### config.mk
export PLATFORM = sky130hd
export DESIGN_NAME = rm2aa_front
export DESIGN_NICKNAME = d
export VERILOG_FILES = /design/src/rtl/rotation_matrix_to_axis_angle_core_assert.svh /design/src/rtl/rm2aa_pkg.sv /design/src/rtl/rm2aa_front.sv
export SDC_FILE = /design/constraint.sdc
export NUM_CORES = 1
export LEC_CHECK = 0
export BUFFER_PORTS_ARGS = -buffer_cell sky130_fd_sc_hd__buf_4
export CELL_PAD_IN_SITES_DETAIL_PLACEMENT = 0
export CELL_PAD_IN_SITES_GLOBAL_PLACEMENT = 2
export CORE_AREA = 2 2 231 233
export DETAILED_ROUTE_END_ITERATION = 8
export DIE_AREA = 0 0 233 235
export GPL_TIMING_DRIVEN = 0
export PLACE_DENSITY_LB_ADDON = 0.1
export RECOVER_POWER = 25
export SETUP_SLACK_MARGIN = 0.5
export SYNTH_ARGS = -nofsm -noshare
export SYNTH_HDL_FRONTEND = slang
export SYNTH_SLANG_ARGS = --single-unit
### constraint.sdc
create_clock -name vclk -period 7.39
set_clock_uncertainty 0.15 [all_clocks]
set_input_delay 1.8475 -clock vclk [all_inputs]
set_output_delay 1.8475 -clock vclk [all_outputs]
set_load 0.05 [all_outputs]
### src/rtl/rotation_matrix_to_axis_angle_core_assert.svh
// ----------------------------------------------------------------------------
// Assertion macros for the rotation matrix to axis-angle core
// Concurrent checks that compile away when NO_ASSERTIONS is defined.
// ----------------------------------------------------------------------------
`ifndef ROTATION_MATRIX_TO_AXIS_ANGLE_CORE_ASSERT_SVH
`define ROTATION_MATRIX_TO_AXIS_ANGLE_CORE_ASSERT_SVH
`ifndef NO_ASSERTIONS
// property that must hold at every clock edge out of reset
`define RM2AA_ASSERT(name, clk_sig, rst_sig, prop, msg) \
  name: assert property (@(posedge clk_sig) disable iff (rst_sig) (prop)) else $error(msg);
// consequent must hold in the cycle after the antecedent
`define RM2AA_ASSERT_NEXT(name, clk_sig, rst_sig, ante, cons, msg) \
  name: assert property (@(posedge clk_sig) disable iff (rst_sig) (ante) |=> (cons)) \
    else $error(msg);
`else
`define RM2AA_ASSERT(name, clk_sig, rst_sig, prop, msg)
`define RM2AA_ASSERT_NEXT(name, clk_sig, rst_sig, ante, cons, msg)
`endif
`endif

### src/rtl/rm2aa_pkg.sv
`timescale 1ns / 1ps
// ----------------------------------------------------------------------------
// rm2aa_pkg
// Shared widths, the queue entry type and the arctangent table.
// ----------------------------------------------------------------------------
package rm2aa_pkg;

  localparam int FRAC_BITS = 16;
  localparam int IN_W      = 18;
  localparam int N_ELEM    = 9;
  localparam int IN_DATA_W = 168;
  localparam int AXIS_W    = 18;
  localparam int ANGLE_W   = 19;
  localparam int OUT_DATA_W = 80;
  localparam int ONE       = 1 << FRAC_BITS;

  // queue entry fields
  localparam int RAD_W = 35;
  localparam int Q_W   = 19;
  localparam int V_W   = 20;

  // square root unit: one result bit per stage
  localparam int SQ_RAD_W  = 62;
  localparam int SQ_ROOT_W = 31;
  localparam int SQ_REM_W  = SQ_ROOT_W + 2;

  // divider: one quotient bit per stage
  localparam int DV_N_W = 36;
  localparam int DV_D_W = 20;
  localparam int DV_Q_W = 17;

  localparam int CORDIC_ITERS = 30;
  localparam int CORDIC_W     = 34;

  // queue between front and back
  localparam int Q_DEPTH = 4;
  localparam int Q_AW    = 2;
  localparam int Q_CW    = 3;

  typedef struct packed {
    logic                  trace_pos;
    logic [RAD_W-1:0]      rad;
    logic signed [Q_W-1:0] q;
    logic signed [V_W-1:0] v0;
    logic signed [V_W-1:0] v1;
    logic signed [V_W-1:0] v2;
  } item_t;

  // atan(2^-i) with 30 fractional bits
  function automatic logic [29:0] atan_q30(input int unsigned i);
    logic [29:0] r;
    case (i)
      0:  r = 30'd843314857;
      1:  r = 30'd497837829;
      2:  r = 30'd263043837;
      3:  r = 30'd133525159;
      4:  r = 30'd67021687;
      5:  r = 30'd33543516;
      6:  r = 30'd16775851;
      7:  r = 30'd8388437;
      8:  r = 30'd4194283;
      9:  r = 30'd2097149;
      10: r = 30'd1048576;
      11: r = 30'd524288;
      12: r = 30'd262144;
      13: r = 30'd131072;
      14: r = 30'd65536;
      15: r = 30'd32768;
      16: r = 30'd16384;
      17: r = 30'd8192;
      18: r = 30'd4096;
      19: r = 30'd2048;
      20: r = 30'd1024;
      21: r = 30'd512;
      22: r = 30'd256;
      23: r = 30'd128;
      24: r = 30'd64;
      25: r = 30'd32;
      26: r = 30'd16;
      27: r = 30'd8;
      28: r = 30'd4;
      29: r = 30'd2;
      default: r = '0;
    endcase
    return r;
  endfunction

endpackage

### src/rtl/rm2aa_front.sv
`timescale 1ns / 1ps
// ----------------------------------------------------------------------------
// rm2aa_front
// Unpacks a matrix, splits on the trace and the largest diagonal element.
// ----------------------------------------------------------------------------
module rm2aa_front (
  input  logic [rm2aa_pkg::IN_DATA_W-1:0] tdata,
  output rm2aa_pkg::item_t                item
);
  import rm2aa_pkg::*;

  logic signed [IN_W-1:0] m [N_ELEM];
  logic signed [V_W-1:0]  tr;
  logic signed [V_W-1:0]  tr1;
  logic signed [V_W:0]    d;
  logic [Q_W-1:0]         dpos;
  logic signed [V_W-1:0]  dv;
  logic                   sel0;
  logic                   sel1;

  always_comb begin
    for (int k = 0; k < N_ELEM; k++) begin
      m[k] = tdata[k*IN_W +: IN_W];
    end
  end

  assign tr   = V_W'(m[0]) + V_W'(m[4]) + V_W'(m[8]);
  assign tr1  = tr + V_W'(ONE);
  assign sel0 = (m[0] > m[4]) && (m[0] > m[8]);
  assign sel1 = !sel0 && (m[4] > m[8]);

  always_comb begin
    if (sel0) begin
      d = (V_W+1)'(ONE) + (V_W+1)'(m[0]) - (V_W+1)'(m[4]) - (V_W+1)'(m[8]);
    end else if (sel1) begin
      d = (V_W+1)'(ONE) + (V_W+1)'(m[4]) - (V_W+1)'(m[0]) - (V_W+1)'(m[8]);
    end else begin
      d = (V_W+1)'(ONE) + (V_W+1)'(m[8]) - (V_W+1)'(m[0]) - (V_W+1)'(m[4]);
    end
  end

  assign dpos = d[V_W] ? '0 : d[Q_W-1:0];
  assign dv   = {1'b0, dpos};

  always_comb begin
    item.trace_pos = !tr[V_W-1];
    if (!tr[V_W-1]) begin
      item.rad = {2'b00, tr1[Q_W-1:0], 14'd0};
      item.q   = '0;
      item.v0  = V_W'(m[7]) - V_W'(m[5]);
      item.v1  = V_W'(m[2]) - V_W'(m[6]);
      item.v2  = V_W'(m[3]) - V_W'(m[1]);
    end else begin
      item.rad = {dpos, 16'd0};
      if (sel0) begin
        item.q  = Q_W'(m[7]) - Q_W'(m[5]);
        item.v0 = dv;
        item.v1 = V_W'(m[1]) + V_W'(m[3]);
        item.v2 = V_W'(m[2]) + V_W'(m[6]);
      end else if (sel1) begin
        item.q  = Q_W'(m[2]) - Q_W'(m[6]);
        item.v0 = V_W'(m[1]) + V_W'(m[3]);
        item.v1 = dv;
        item.v2 = V_W'(m[5]) + V_W'(m[7]);
      end else begin
        item.q  = Q_W'(m[3]) - Q_W'(m[1]);
        item.v0 = V_W'(m[2]) + V_W'(m[6]);
        item.v1 = V_W'(m[5]) + V_W'(m[7]);
        item.v2 = dv;
      end
    end
  end

endmodule

==> impl_metrics.json <==
{
  "status": "finished, violations left",
  "failed_checks": "setup timing",
  "dieHeight_microns": 235,
  "initial_utilization_pct": 29.6,
  "max_freq_mhz": 127,
  "port_buffers": 263,
  "ant_nets": 0,
  "viasPerCell": 5.26,
  "seq_cells": 0,
  "p_per_area_mw_per_mm2": 275,
  "wl_per_cell_microns": 23.4,
  "die_area_sq_mm": 0.0548,
  "path_delay_family": "compound AO/OA/AOI/OAI gates",
  "drive_gt1_share_pct": 32.7,
  "firstDrtPassIters": 6,
  "stdcell_count": 3205,
  "num_antenna_cells": 0,
  "top_layer_used": "met4",
  "syn_inst": 2099,
  "layout_min_cycle_time_ns": 7.85,
  "crit_path_top_delay_cell": "fa_2",
  "max_stage_delay_ns": 0.63,
  "syn_area_per_cell_sq_um": 7.37,
  "drt_iter0_drc": 1009,
  "grt_util_all_layers_pct": 26.7,
  "dr_wl_met3_microns": 2900,
  "worstPathCellList": "buf_12 -> clkinvlp_4 -> fa_2 -> inv_4 -> ha_4 -> ha_4 -> fa_2 -> a211o_1 -> a21oi_4 -> o311ai_4 -> a21o_1 -> o311ai_4 -> or3_4 -> o211ai_4 -> a221oi_2 -> a311oi_4 -> buf_6",
  "seq_area_sq_um": 0,
  "worstHoldPathType": "input port to output pin",
  "grt_pass1_wl_microns": 111000,
  "max_cap_violations": 0,
  "endpoint_kind": "output pin",
  "hold_violations": 0,
  "synth.most_common_cell": "ha_1",
  "num_vias": 16800,
  "grt_overflow_total": 0,
  "vdd_drop_max_mv": 0.234,
  "synth_commonest_cells": "ha_1 (337), inv_1 (278), nor2_1 (175)",
  "crit_arrival_ns": 5.85,
  "placed_cells": 3063,
  "grt_pass1_vias": 17300,
  "drt-met1-wl_microns": 32900,
  "multi_input_area_sq_mm": 0.0166,
  "startpoint_type": "input port",
  "fillers": 5201,
  "synth_cell_types": 92,
  "synthToLayoutAreaGrowth_pct": 51.7,
  "grt_max_degree": 12,
  "cts_hold_buf": 0,
  "clkbuf_count": 0,
  "fin_crit_sh_pct": 106,
  "cp_num_buf_inv": 4,
  "setup_slack_ns": -0.457,
  "path_max_fanout": 8,
  "dr_wl_met2_microns": 36200,
  "relSlewSlack_pct": 42.6,
  "synth_warnings": 0,
  "placement_rows": 84,
  "worstMarginPinSlew_ns": 0.855,
  "nets": 3106,
  "path_class": "input port to output pin",
  "wirelength_microns": 75000,
  "yosys.area.top_type_share_pct": 27.3,
  "tns_ns": -22.96,
  "yosysSeqAreaShare_pct": 0,
  "final_max_slew_viol_count": 0,
  "dp_hpwl_microns": 62100,
  "antenna_found_initial": 0,
  "synth_top_area_cell": "ha_1",
  "rsz0062_at_grt": "yes",
  "setup_viol": 82,
  "crit_required_ns": 5.39,
  "drc_errors": 0,
  "gp_congestion": 0.925,
  "leakage_nw": 10.6,
  "fin_total_pwr_mw": 6.45,
  "die_w_microns": 233,
  "synth_area_leaders": "ha_1 (27%), fa_1 (11%), inv_1 (6.7%), xnor2_1 (5.6%), a21oi_1 (5.0%)",
  "io_pins": 283,
  "synth_area_sq_mm": 0.0155,
  "core_sq_mm": 0.0522
}
-- repair_timing --
action / in CTS / in global routing
endpoints found under the setup margin: 101 / 101
pin swaps: 133 / 79
endpoints found under the hold margin: 0 / 0
cloned: 10 / 0
setup buffers: 112 / 20
gates resized for setup: 439 / 89
-- final timing paths --
kind,from,end,slack [ns],cells past startpoint
worst max-delay path,tdata[2],item[35],-0.46,17
worst min-delay path,tdata[90],item[40],4.17,4
-- routing by layer --
metal	vias up	track usage [%]
li1	8096	-
met1	8135	35.3
met2	484	46.2
met3	133	1.84
met4	0	7.97
met5	-	0
-- cells by family after synthesis --
family / after synthesis / share of synthesized area, %
compound gates: 626 / 27.6
simple gates: 527 / 16.1
fa+ha+maj: 419 / 37.9
buf+inv: 376 / 9.83
xor+xnor: 144 / 8.16
mux: 6 / 0.405
other cells: 1 / 0.0243
-- per-stage QoR --
stage	instance area, sq um	setup slack [ns]	utilization, %	hold WS [ns]
3_3_place_gp	19600	-1.59	37.5	4.16
2_1_floorplan	16800	-0.0483	-	3.87
4_1_cts	22900	-0.440	43.8	4.16
5_1_grt	23400	-0.520	44.9	4.19
6_report	23400	-0.457	44.9	4.17
3_5_place_dp	19600	-1.53	37.5	4.16
-- cell type report --
type,count,share of cell area (%)
multi-input combinational,1736,70.8
timing repair buffer,405,17.0
inverter,281,4.87
buffer,95,3.68
tap,688,3.67
-- cells in the final DEF (no fill, tap or decap), drive strengths merged, types with 46 or more instances in the layout --
cell	instances
xnor2	98
o21ai	119
fa	82
inv	257
a21oi	158
ha	337
nor2	177
buf	457
nand2	133
xor2	46
-- power by group --
part | switching [mW] | internal (mW) | leakage, nW
Combinational | 3.94 | 2.51 | 10.6
Sequential | 0 | 0 | 0
Clock | 0 | 0 | 0
(Power assumes the default switching activity.)
