--- src/rtl/rotation_matrix_to_axis_angle_core_assert.svh ---
// ----------------------------------------------------------------------------
// Assertion macros for the rotation matrix to axis-angle core
// Concurrent checks that compile away when NO_ASSERTIONS is defined.
// ----------------------------------------------------------------------------
`ifndef ROTATION_MATRIX_TO_AXIS_ANGLE_CORE_ASSERT_SVH
`define ROTATION_MATRIX_TO_AXIS_ANGLE_CORE_ASSERT_SVH
`ifndef NO_ASSERTIONS
// property that must hold at every clock edge out of reset
`define RM2AA_ASSERT(name, clk_sig, rst_sig, prop, msg) \
  name: assert property (@(posedge clk_sig) disable iff (rst_sig) (prop)) else $error(msg);
// consequent must hold in the cycle after the antecedent
`define RM2AA_ASSERT_NEXT(name, clk_sig, rst_sig, ante, cons, msg) \
  name: assert property (@(posedge clk_sig) disable iff (rst_sig) (ante) |=> (cons)) \
    else $error(msg);
`else
`define RM2AA_ASSERT(name, clk_sig, rst_sig, prop, msg)
`define RM2AA_ASSERT_NEXT(name, clk_sig, rst_sig, ante, cons, msg)
`endif
`endif

--- src/rtl/rm2aa_pkg.sv ---
`timescale 1ns / 1ps
// ----------------------------------------------------------------------------
// rm2aa_pkg
// Shared widths, the queue entry type and the arctangent table.
// ----------------------------------------------------------------------------
package rm2aa_pkg;

  localparam int FRAC_BITS = 16;
  localparam int IN_W      = 18;
  localparam int N_ELEM    = 9;
  localparam int IN_DATA_W = 168;
  localparam int AXIS_W    = 18;
  localparam int ANGLE_W   = 19;
  localparam int OUT_DATA_W = 80;
  localparam int ONE       = 1 << FRAC_BITS;

  // queue entry fields
  localparam int RAD_W = 35;
  localparam int Q_W   = 19;
  localparam int V_W   = 20;

  // square root unit: one result bit per stage
  localparam int SQ_RAD_W  = 62;
  localparam int SQ_ROOT_W = 31;
  localparam int SQ_REM_W  = SQ_ROOT_W + 2;

  // divider: one quotient bit per stage
  localparam int DV_N_W = 36;
  localparam int DV_D_W = 20;
  localparam int DV_Q_W = 17;

  localparam int CORDIC_ITERS = 30;
  localparam int CORDIC_W     = 34;

  // queue between front and back
  localparam int Q_DEPTH = 4;
  localparam int Q_AW    = 2;
  localparam int Q_CW    = 3;

  typedef struct packed {
    logic                  trace_pos;
    logic [RAD_W-1:0]      rad;
    logic signed [Q_W-1:0] q;
    logic signed [V_W-1:0] v0;
    logic signed [V_W-1:0] v1;
    logic signed [V_W-1:0] v2;
  } item_t;

  // atan(2^-i) with 30 fractional bits
  function automatic logic [29:0] atan_q30(input int unsigned i);
    logic [29:0] r;
    case (i)
      0:  r = 30'd843314857;
      1:  r = 30'd497837829;
      2:  r = 30'd263043837;
      3:  r = 30'd133525159;
      4:  r = 30'd67021687;
      5:  r = 30'd33543516;
      6:  r = 30'd16775851;
      7:  r = 30'd8388437;
      8:  r = 30'd4194283;
      9:  r = 30'd2097149;
      10: r = 30'd1048576;
      11: r = 30'd524288;
      12: r = 30'd262144;
      13: r = 30'd131072;
      14: r = 30'd65536;
      15: r = 30'd32768;
      16: r = 30'd16384;
      17: r = 30'd8192;
      18: r = 30'd4096;
      19: r = 30'd2048;
      20: r = 30'd1024;
      21: r = 30'd512;
      22: r = 30'd256;
      23: r = 30'd128;
      24: r = 30'd64;
      25: r = 30'd32;
      26: r = 30'd16;
      27: r = 30'd8;
      28: r = 30'd4;
      29: r = 30'd2;
      default: r = '0;
    endcase
    return r;
  endfunction

endpackage

--- src/rtl/rm2aa_queue.sv ---
`timescale 1ns / 1ps
`include "rotation_matrix_to_axis_angle_core_assert.svh"
// ----------------------------------------------------------------------------
// rm2aa_queue
// Short FIFO between the front classifier and the arithmetic back end.
// ----------------------------------------------------------------------------
module rm2aa_queue (
  input  logic             clk,
  input  logic             rst,
  input  logic             push,
  input  rm2aa_pkg::item_t push_item,
  output logic             full,
  input  logic             pop,
  output logic             head_valid,
  output rm2aa_pkg::item_t head
);
  import rm2aa_pkg::*;

  item_t           mem [Q_DEPTH];
  logic [Q_AW-1:0] wr_ptr;
  logic [Q_AW-1:0] rd_ptr;
  logic [Q_CW-1:0] count;

  always_ff @(posedge clk) begin
    if (rst) begin
      wr_ptr <= '0;
      rd_ptr <= '0;
      count  <= '0;
    end else begin
      if (push) begin
        wr_ptr <= wr_ptr + 1'b1;
      end
      if (pop) begin
        rd_ptr <= rd_ptr + 1'b1;
      end
      if (push && !pop) begin
        count <= count + 1'b1;
      end else if (pop && !push) begin
        count <= count - 1'b1;
      end
    end
  end

  always_ff @(posedge clk) begin
    if (push) begin
      mem[wr_ptr] <= push_item;
    end
  end

  assign full       = (count == Q_CW'(Q_DEPTH));
  assign head_valid = (count != '0);
  assign head       = mem[rd_ptr];

  `RM2AA_ASSERT(a_count_bound, clk, rst, count <= Q_CW'(Q_DEPTH), "queue count above depth")
  `RM2AA_ASSERT(a_pop_nonempty, clk, rst, !(pop && count == '0), "pop from empty queue")
  `RM2AA_ASSERT_NEXT(a_count_up, clk, rst, push && !pop, count == $past(count) + 1'b1, "count did not rise on push")

endmodule

--- config.mk ---
export PLATFORM = sky130hd
export DESIGN_NAME = rm2aa_queue
export DESIGN_NICKNAME = d
export VERILOG_FILES = /design/src/rtl/rm2aa_pkg.sv /design/src/rtl/rm2aa_queue.sv
export VERILOG_INCLUDE_DIRS = /design/src /design/src/rtl
export SDC_FILE = /design/constraint.sdc
export NUM_CORES = 1
export LEC_CHECK = 0
export BUFFER_PORTS_ARGS = -buffer_cell sky130_fd_sc_hd__buf_2
export CAP_MARGIN = 40
export CORE_ASPECT_RATIO = 1.1
export CORE_UTILIZATION = 57
export CTS_CLUSTER_SIZE = 16
export DETAILED_ROUTE_END_ITERATION = 16
export PLACE_DENSITY_LB_ADDON = 0.3
export SLEW_MARGIN = 15
export SYNTH_ARGS = -nofsm -noshare
export SYNTH_HDL_FRONTEND = slang
export SYNTH_SLANG_ARGS = --single-unit
--- constraint.sdc ---
create_clock -name clk -period 4.47 [get_ports clk]
set_input_delay 0.894 -clock clk [delete_from_list [all_inputs] [get_ports clk]]
set_output_delay 0.894 -clock clk [all_outputs]
set_load 0.01 [all_outputs]
==> results of run 1 <==
synthesized netlist by cell type:
library cell,n
mux4_2,115
o21ai_0,1
mux2i_1,2
xor2_1,3
or3_1,2
buf_2,13
clkbuf_1,7
fa_1,1
a21oi_1,1
nor3b_1,1
inv_1,4
edfxtp_1,460
buf_6,7
xnor2_1,2
nand2_1,1
and2_1,4
nor2_1,7
ha_1,5
dfxtp_1,9
routing by layer:
metal | global-route usage | vias up | part of all wire
met5 | 0 | - | 0.0012
li1 | - | 3331 | -
met4 | 0.0511 | 6 | 0.016
met3 | 0.0570 | 48 | 0.071
met2 | 0.329 | 251 | 0.49
met1 | 0.273 | 3957 | 0.42
logic make-up after synthesis:
logic type	synth area share
fa+ha+maj	0.00486
mux	0.154
buf+inv	0.0109
xor+xnor	0.00258
compound gates	0.000588
simple gates	0.00442
flops	0.823
worst min-delay path, cell delays in order (launching register included):
cell and delay (ps):
dfxtp_1 320, o21ai_0 70, a21oi_1 70
sequential cells by signal (all words and copies together) (netlist names), named ones only:
register,flops
wr_ptr,2
rd_ptr,2
mem,460
count,3
layout make-up:
cell class              count  area [µm²]
diodes                      1        2.50
clock buffers              58        1210
clock inverters            23         134
fillers                  1773        8970
inverters                   4        15.0
multi-input cells         145        2830
flip-flops and latches    469       14000
well taps                 368         460
repair buffers            255        1400
final timing paths:
check | cells past startpoint | to | start
hold / removal | 2 | count[2] | count[2]
setup / recovery | 3 | head[30] | flop
hold reg to reg | 2 | count[2] | count[2]
setup reg to reg | 4 | mem[2][55] | wr_ptr[0]
stage by stage:
step	cell area, µm²	hold slack (ps)	utilization	setup WS (ps)
2_1_floorplan	17000	461	-	446
3_3_place_gp	18700	473	0.643	1660
3_5_place_dp	18700	511	0.643	1650
4_1_cts	20000	518	0.689	1060
5_1_grt	20100	546	0.691	1030
6_report	20100	513	0.691	1150
cells in the final DEF, fill, tap and decap left out:
| cell type | n |
|---|---|
| clkbuf_8 | 4 |
| inv_6 | 2 |
| o21ai_0 | 1 |
| clkbuf_16 | 45 |
| mux4_2 | 115 |
| buf_12 | 6 |
| nor3b_1 | 1 |
| xor2_1 | 3 |
| and2_4 | 4 |
| clkinv_2 | 9 |
| ha_1 | 5 |
| dfxtp_4 | 2 |
| clkinv_1 | 11 |
| nor2_1 | 7 |
| or3_1 | 2 |
| mux2i_1 | 2 |
| edfxtp_1 | 460 |
| nand2_1 | 1 |
| xnor2_1 | 2 |
| buf_4 | 14 |
| dfxtp_1 | 7 |
| clkbuf_1 | 9 |
| diode_2 | 1 |
| a21oi_1 | 1 |
| fa_1 | 1 |
| buf_2 | 235 |
| inv_1 | 4 |
| bufinv_16 | 1 |
power by group through the flow:
| stage | logic [W] | clock network, W | registers, W |
|---|---|---|---|
| 2_1_floorplan | 0.000550 | 0 | 0.00520 |
| 3_3_place_gp | 0.000885 | 0 | 0.00521 |
| 3_5_place_dp | 0.000904 | 0 | 0.00522 |
| 4_1_cts | 0.000909 | 0.00352 | 0.00513 |
| 5_1_grt | 0.000961 | 0.00368 | 0.00514 |
| 6_report | 0.000892 | 0.00346 | 0.00512 |
==> summary.txt, run 1 <==
status: completed
vias per cell: 5.74
skew final: 19.5 ps
Slew Limit Fails: 0
synth top area cells: edfxtp_1 (81%), mux4_2 (15%), dfxtp_1 (1.1%)
Critical Path Start Type: flop
CTS Buf Count: 44
fmax: 0.301 GHz
CTS hold repair buffers: 0
CP Capture Type: primary output
NetSw: 0.00203 W
std cell rows: 65
# IOs: 236
total power: 0.00947 W
DR WL/cell: 22.9 µm
Final setup viols: 0
power share of the clock group: 0.365
CTS Sinks: 469
flop and latch count out of synthesis: 469
kind of critical path: flop to primary output
Cell Count, Final, Fillers Out: 1323
clock transition at the registers of the reported paths: 60 ps
area of the mapped netlist: 17000 µm²
Req. time, crit path: 3580 ps
clk root buf: clkbuf_16
HPWL Detailed: 18.3 mm
clock latency on the worst-skew pair: 540 ps
Vert. Die Dim: 183 µm
distinct cell type count after synthesis: 19
Pleak: 6.78 nW
sequential area share after synthesis: 0.823
Final Cycle Share: 0.743
reg2reg setup slack: 2470 ps
dpl cells: 1239
htree depth: 2
Clock Tree Buf Depth: 3
top cell type's share of synthesized area: 0.813
switching power share of the total: 0.215
CTS tree: built
Worst slew margin: 0.461
DR pass1 iterations: 4
chip width: 167 µm
Final Critical Period: 3320 ps
core area: 29000 µm²
slowest cell delay on critical path: 880 ps
Post-CTS Setup Inserts: 0
I/O Buffers: 235
power per standard cell area: 472 nW/µm²
Starting Density: 0.586
initial DRC count: 623
VDD IR-drop max: 0.380 mV
maxcap violations: 0
slowest stage cell, crit path: dfxtp_4
post-CTS sizing: 0
via count: 7593
Layout Nets: 1044
Syn Inst Count: 645
RSZ-0062 raised after global routing: no
DIE AREA: 30500 µm²
ANT nets after route: 0
syn nets: 770
synth warn: 0
gr ovfl total: 0
global-route wire length before repair: 46.1 mm
largest area contributor in the netlist: edfxtp_1
Crit Path Max Fanout: 52
vias in the first global route: 8049
Int Power: 0.00744 W
Layout area overhead: 18.0%
Hold Crit Class: flop to flop
hold violation count in the final report: 0
Avg Synthesized Cell Area: 26.4 µm²
worst path cell trace: buf_4 -> mux4_2 -> buf_2
GRT Util Overall: 0.202
initial antenna violation count: 4
worst-margin pin slew: 808 ps
final WL: 30.3 mm
largest net degree at the start of global routing: 55
Final TNS setup: 0 ps
GPL Wtd Cong: 0.706
CP delay by family, top: flip-flops
WP buf/inv: 2
Worst EP arrival: 2430 ps
sequential share of power: 0.541
layout cell share with drive strength beyond 1: 0.458
Comb power frac: 0.094
DR DRC count: 0
Power figures use the tool's default switching activity.
==> run 2, diff against run 1 <==
--- a/config.mk
+++ b/config.mk
@@ -9,7 +9,7 @@
 export BUFFER_PORTS_ARGS = -buffer_cell sky130_fd_sc_hd__buf_2
 export CAP_MARGIN = 40
 export CORE_ASPECT_RATIO = 1.1
-export CORE_UTILIZATION = 57
+export CORE_UTILIZATION = 51
 export CTS_CLUSTER_SIZE = 16
 export DETAILED_ROUTE_END_ITERATION = 16
 export PLACE_DENSITY_LB_ADDON = 0.3
==> constraint.sdc (replaced) <==
create_clock -name clk -period 2.7 [get_ports clk]
set_input_delay 0.54 -clock clk [delete_from_list [all_inputs] [get_ports clk]]
set_output_delay 0.54 -clock clk [all_outputs]
set_load 0.01 [all_outputs]
==> summary.txt, run 2 (synthesized netlist as in run 1, its figures left out) <==
max reg flops: 460
CTS hold repair buffers: 0
vias per cell: 5.47
Area after DPL: 18900 µm²
GRT Util Overall: 0.185
worst-margin pin slew: 463 ps
layout cell share with drive strength beyond 1: 0.453
gr ovfl total: 0
DR DRC count: 0
Starting Density: 0.522
largest net degree at the start of global routing: 38
total power: 0.0159 W
via count: 7555
clk root buf: clkbuf_16
Final Cycle Share: 0.958
DR pass1 iterations: 4
initial antenna violation count: 6
initial DRC count: 549
Worst slew margin: 0.691
std cell rows: 69
DR WL/cell: 22.1 µm
clock transition at the registers of the reported paths: 60 ps
post-CTS sizing: 0
Vert. Die Dim: 193 µm
ANT nets after route: 0
Layout Nets: 1044
reg2reg setup slack: 1010 ps
worst path cell trace: buf_12 -> mux4_2 -> buf_2
final WL: 30.5 mm
status: completed
Final Cell Area: 20300 µm²
CTS Sinks: 469
# IOs: 236
Reg2Reg Depth: 4
chip width: 176 µm
skew final: 12.5 ps
Worst EP arrival: 2050 ps
I/O Buffers: 235
fmax: 0.387 GHz
reg2reg end: mem[2][94]
RSZ-0062 raised after global routing: no
CTS Buf Count: 45
core area: 32500 µm²
hold violation count in the final report: 0
maxcap violations: 0
DIE AREA: 34100 µm²
slowest stage cell, crit path: mux4_2
HPWL Detailed: 18.6 mm
biggest regs: mem x460, count x3
Slew Limit Fails: 0
commonest non-fill, non-tap cell in the layout: edfxtp_1
R2R Path Start: wr_ptr[0]
clock latency on the worst-skew pair: 540 ps
Req. time, crit path: 2160 ps
Hold Crit Start: push_item[40]
Final setup viols: 0
global-route wire length before repair: 47.0 mm
Pleak: 6.82 nW
CTS tree: built
Layout area overhead: 19.6%
CP Capture Type: primary output
Final TNS setup: 0 ps
VDD IR-drop max: 0.556 mV
worst-case hold path end point: mem[1][40]
WP buf/inv: 2
hold depth: 1
Critical Path Start Type: flop
Hold Crit Class: primary input to flop
Crit Path Max Fanout: 36
slowest cell delay on critical path: 570 ps
Post-CTS Setup Inserts: 0
kind of critical path: flop to primary output
filler instances: 2201
GPL Wtd Cong: 0.709
power per standard cell area: 782 nW/µm²
most frequent cells in the layout: edfxtp_1 (460), buf_2 (235), mux4_2 (115)
Clock Tree Buf Depth: 3
CP delay by family, top: multiplexers
htree depth: 2
Top reg by flops: mem
vias in the first global route: 8256
Final Critical Period: 2590 ps
[run 2: cell count changes in the layout (fill, tap and decap cells not counted), sizes merged]
cell and delta:
clkinv -11, bufinv +2, buf -1, inv -1
clkbuf +6, diode +4
[run 2: stage by stage]
stage,hold WS [ps],cells,util,worst slack (ps)
global route,185,1376,0.624,8.90
floorplan,461,645,-,300
CTS,180,1375,0.624,60.4
detailed placement,512,1298,0.582,623
finish,210,1380,0.625,114
global placement,488,1298,0.582,660
[run 2: final cells by class]
cell class                 instances  area (µm²)  area share
antenna                            5        12.5    0.000615
clock buffer                      64        1250      0.0615
clock inverter                    13         136     0.00671
inverter                           4        15.0    0.000738
multi-input combinational        145        2830       0.139
sequential                       469       14000       0.688
tap                              426         533      0.0262
timing repair buffer             254        1560      0.0765
[run 2: worst register-to-register path, cell delays in order, from the launching register on]
cell	delay (ps)
dfxtp_1	350
inv_1	100
ha_1	150
and2_4	440
buf_12	310
[run 2: power by group]
| part | internal, W | switching [W] | total, W |
|---|---|---|---|
| clock network | 0.00349 | 0.00241 | 0.00590 |
| registers | 0.00836 | 0.0000953 | 0.00846 |
| logic | 0.000730 | 0.000814 | 0.00154 |
[run 2: per-layer routing]
metal | GRT usage | part of all wire | up-vias
li1 | - | - | 3334
met1 | 0.232 | 0.39 | 3938
met2 | 0.310 | 0.50 | 224
met3 | 0.0615 | 0.088 | 51
met4 | 0.0496 | 0.018 | 8
met5 | 0 | 0.0019 | -
[run 2: how the worst max path moves through the flow]
stage                     from        end  slack [ps]  depth (start not counted)
after floorplan           push  mem[1][0]         300                          1
after global placement    flop   head[49]         660                          3
after detailed placement  push   count[2]         620                          7
after CTS                 flop   head[41]          60                          3
after global routing      flop   head[23]           9                          3
final                     flop   head[49]         110                          3
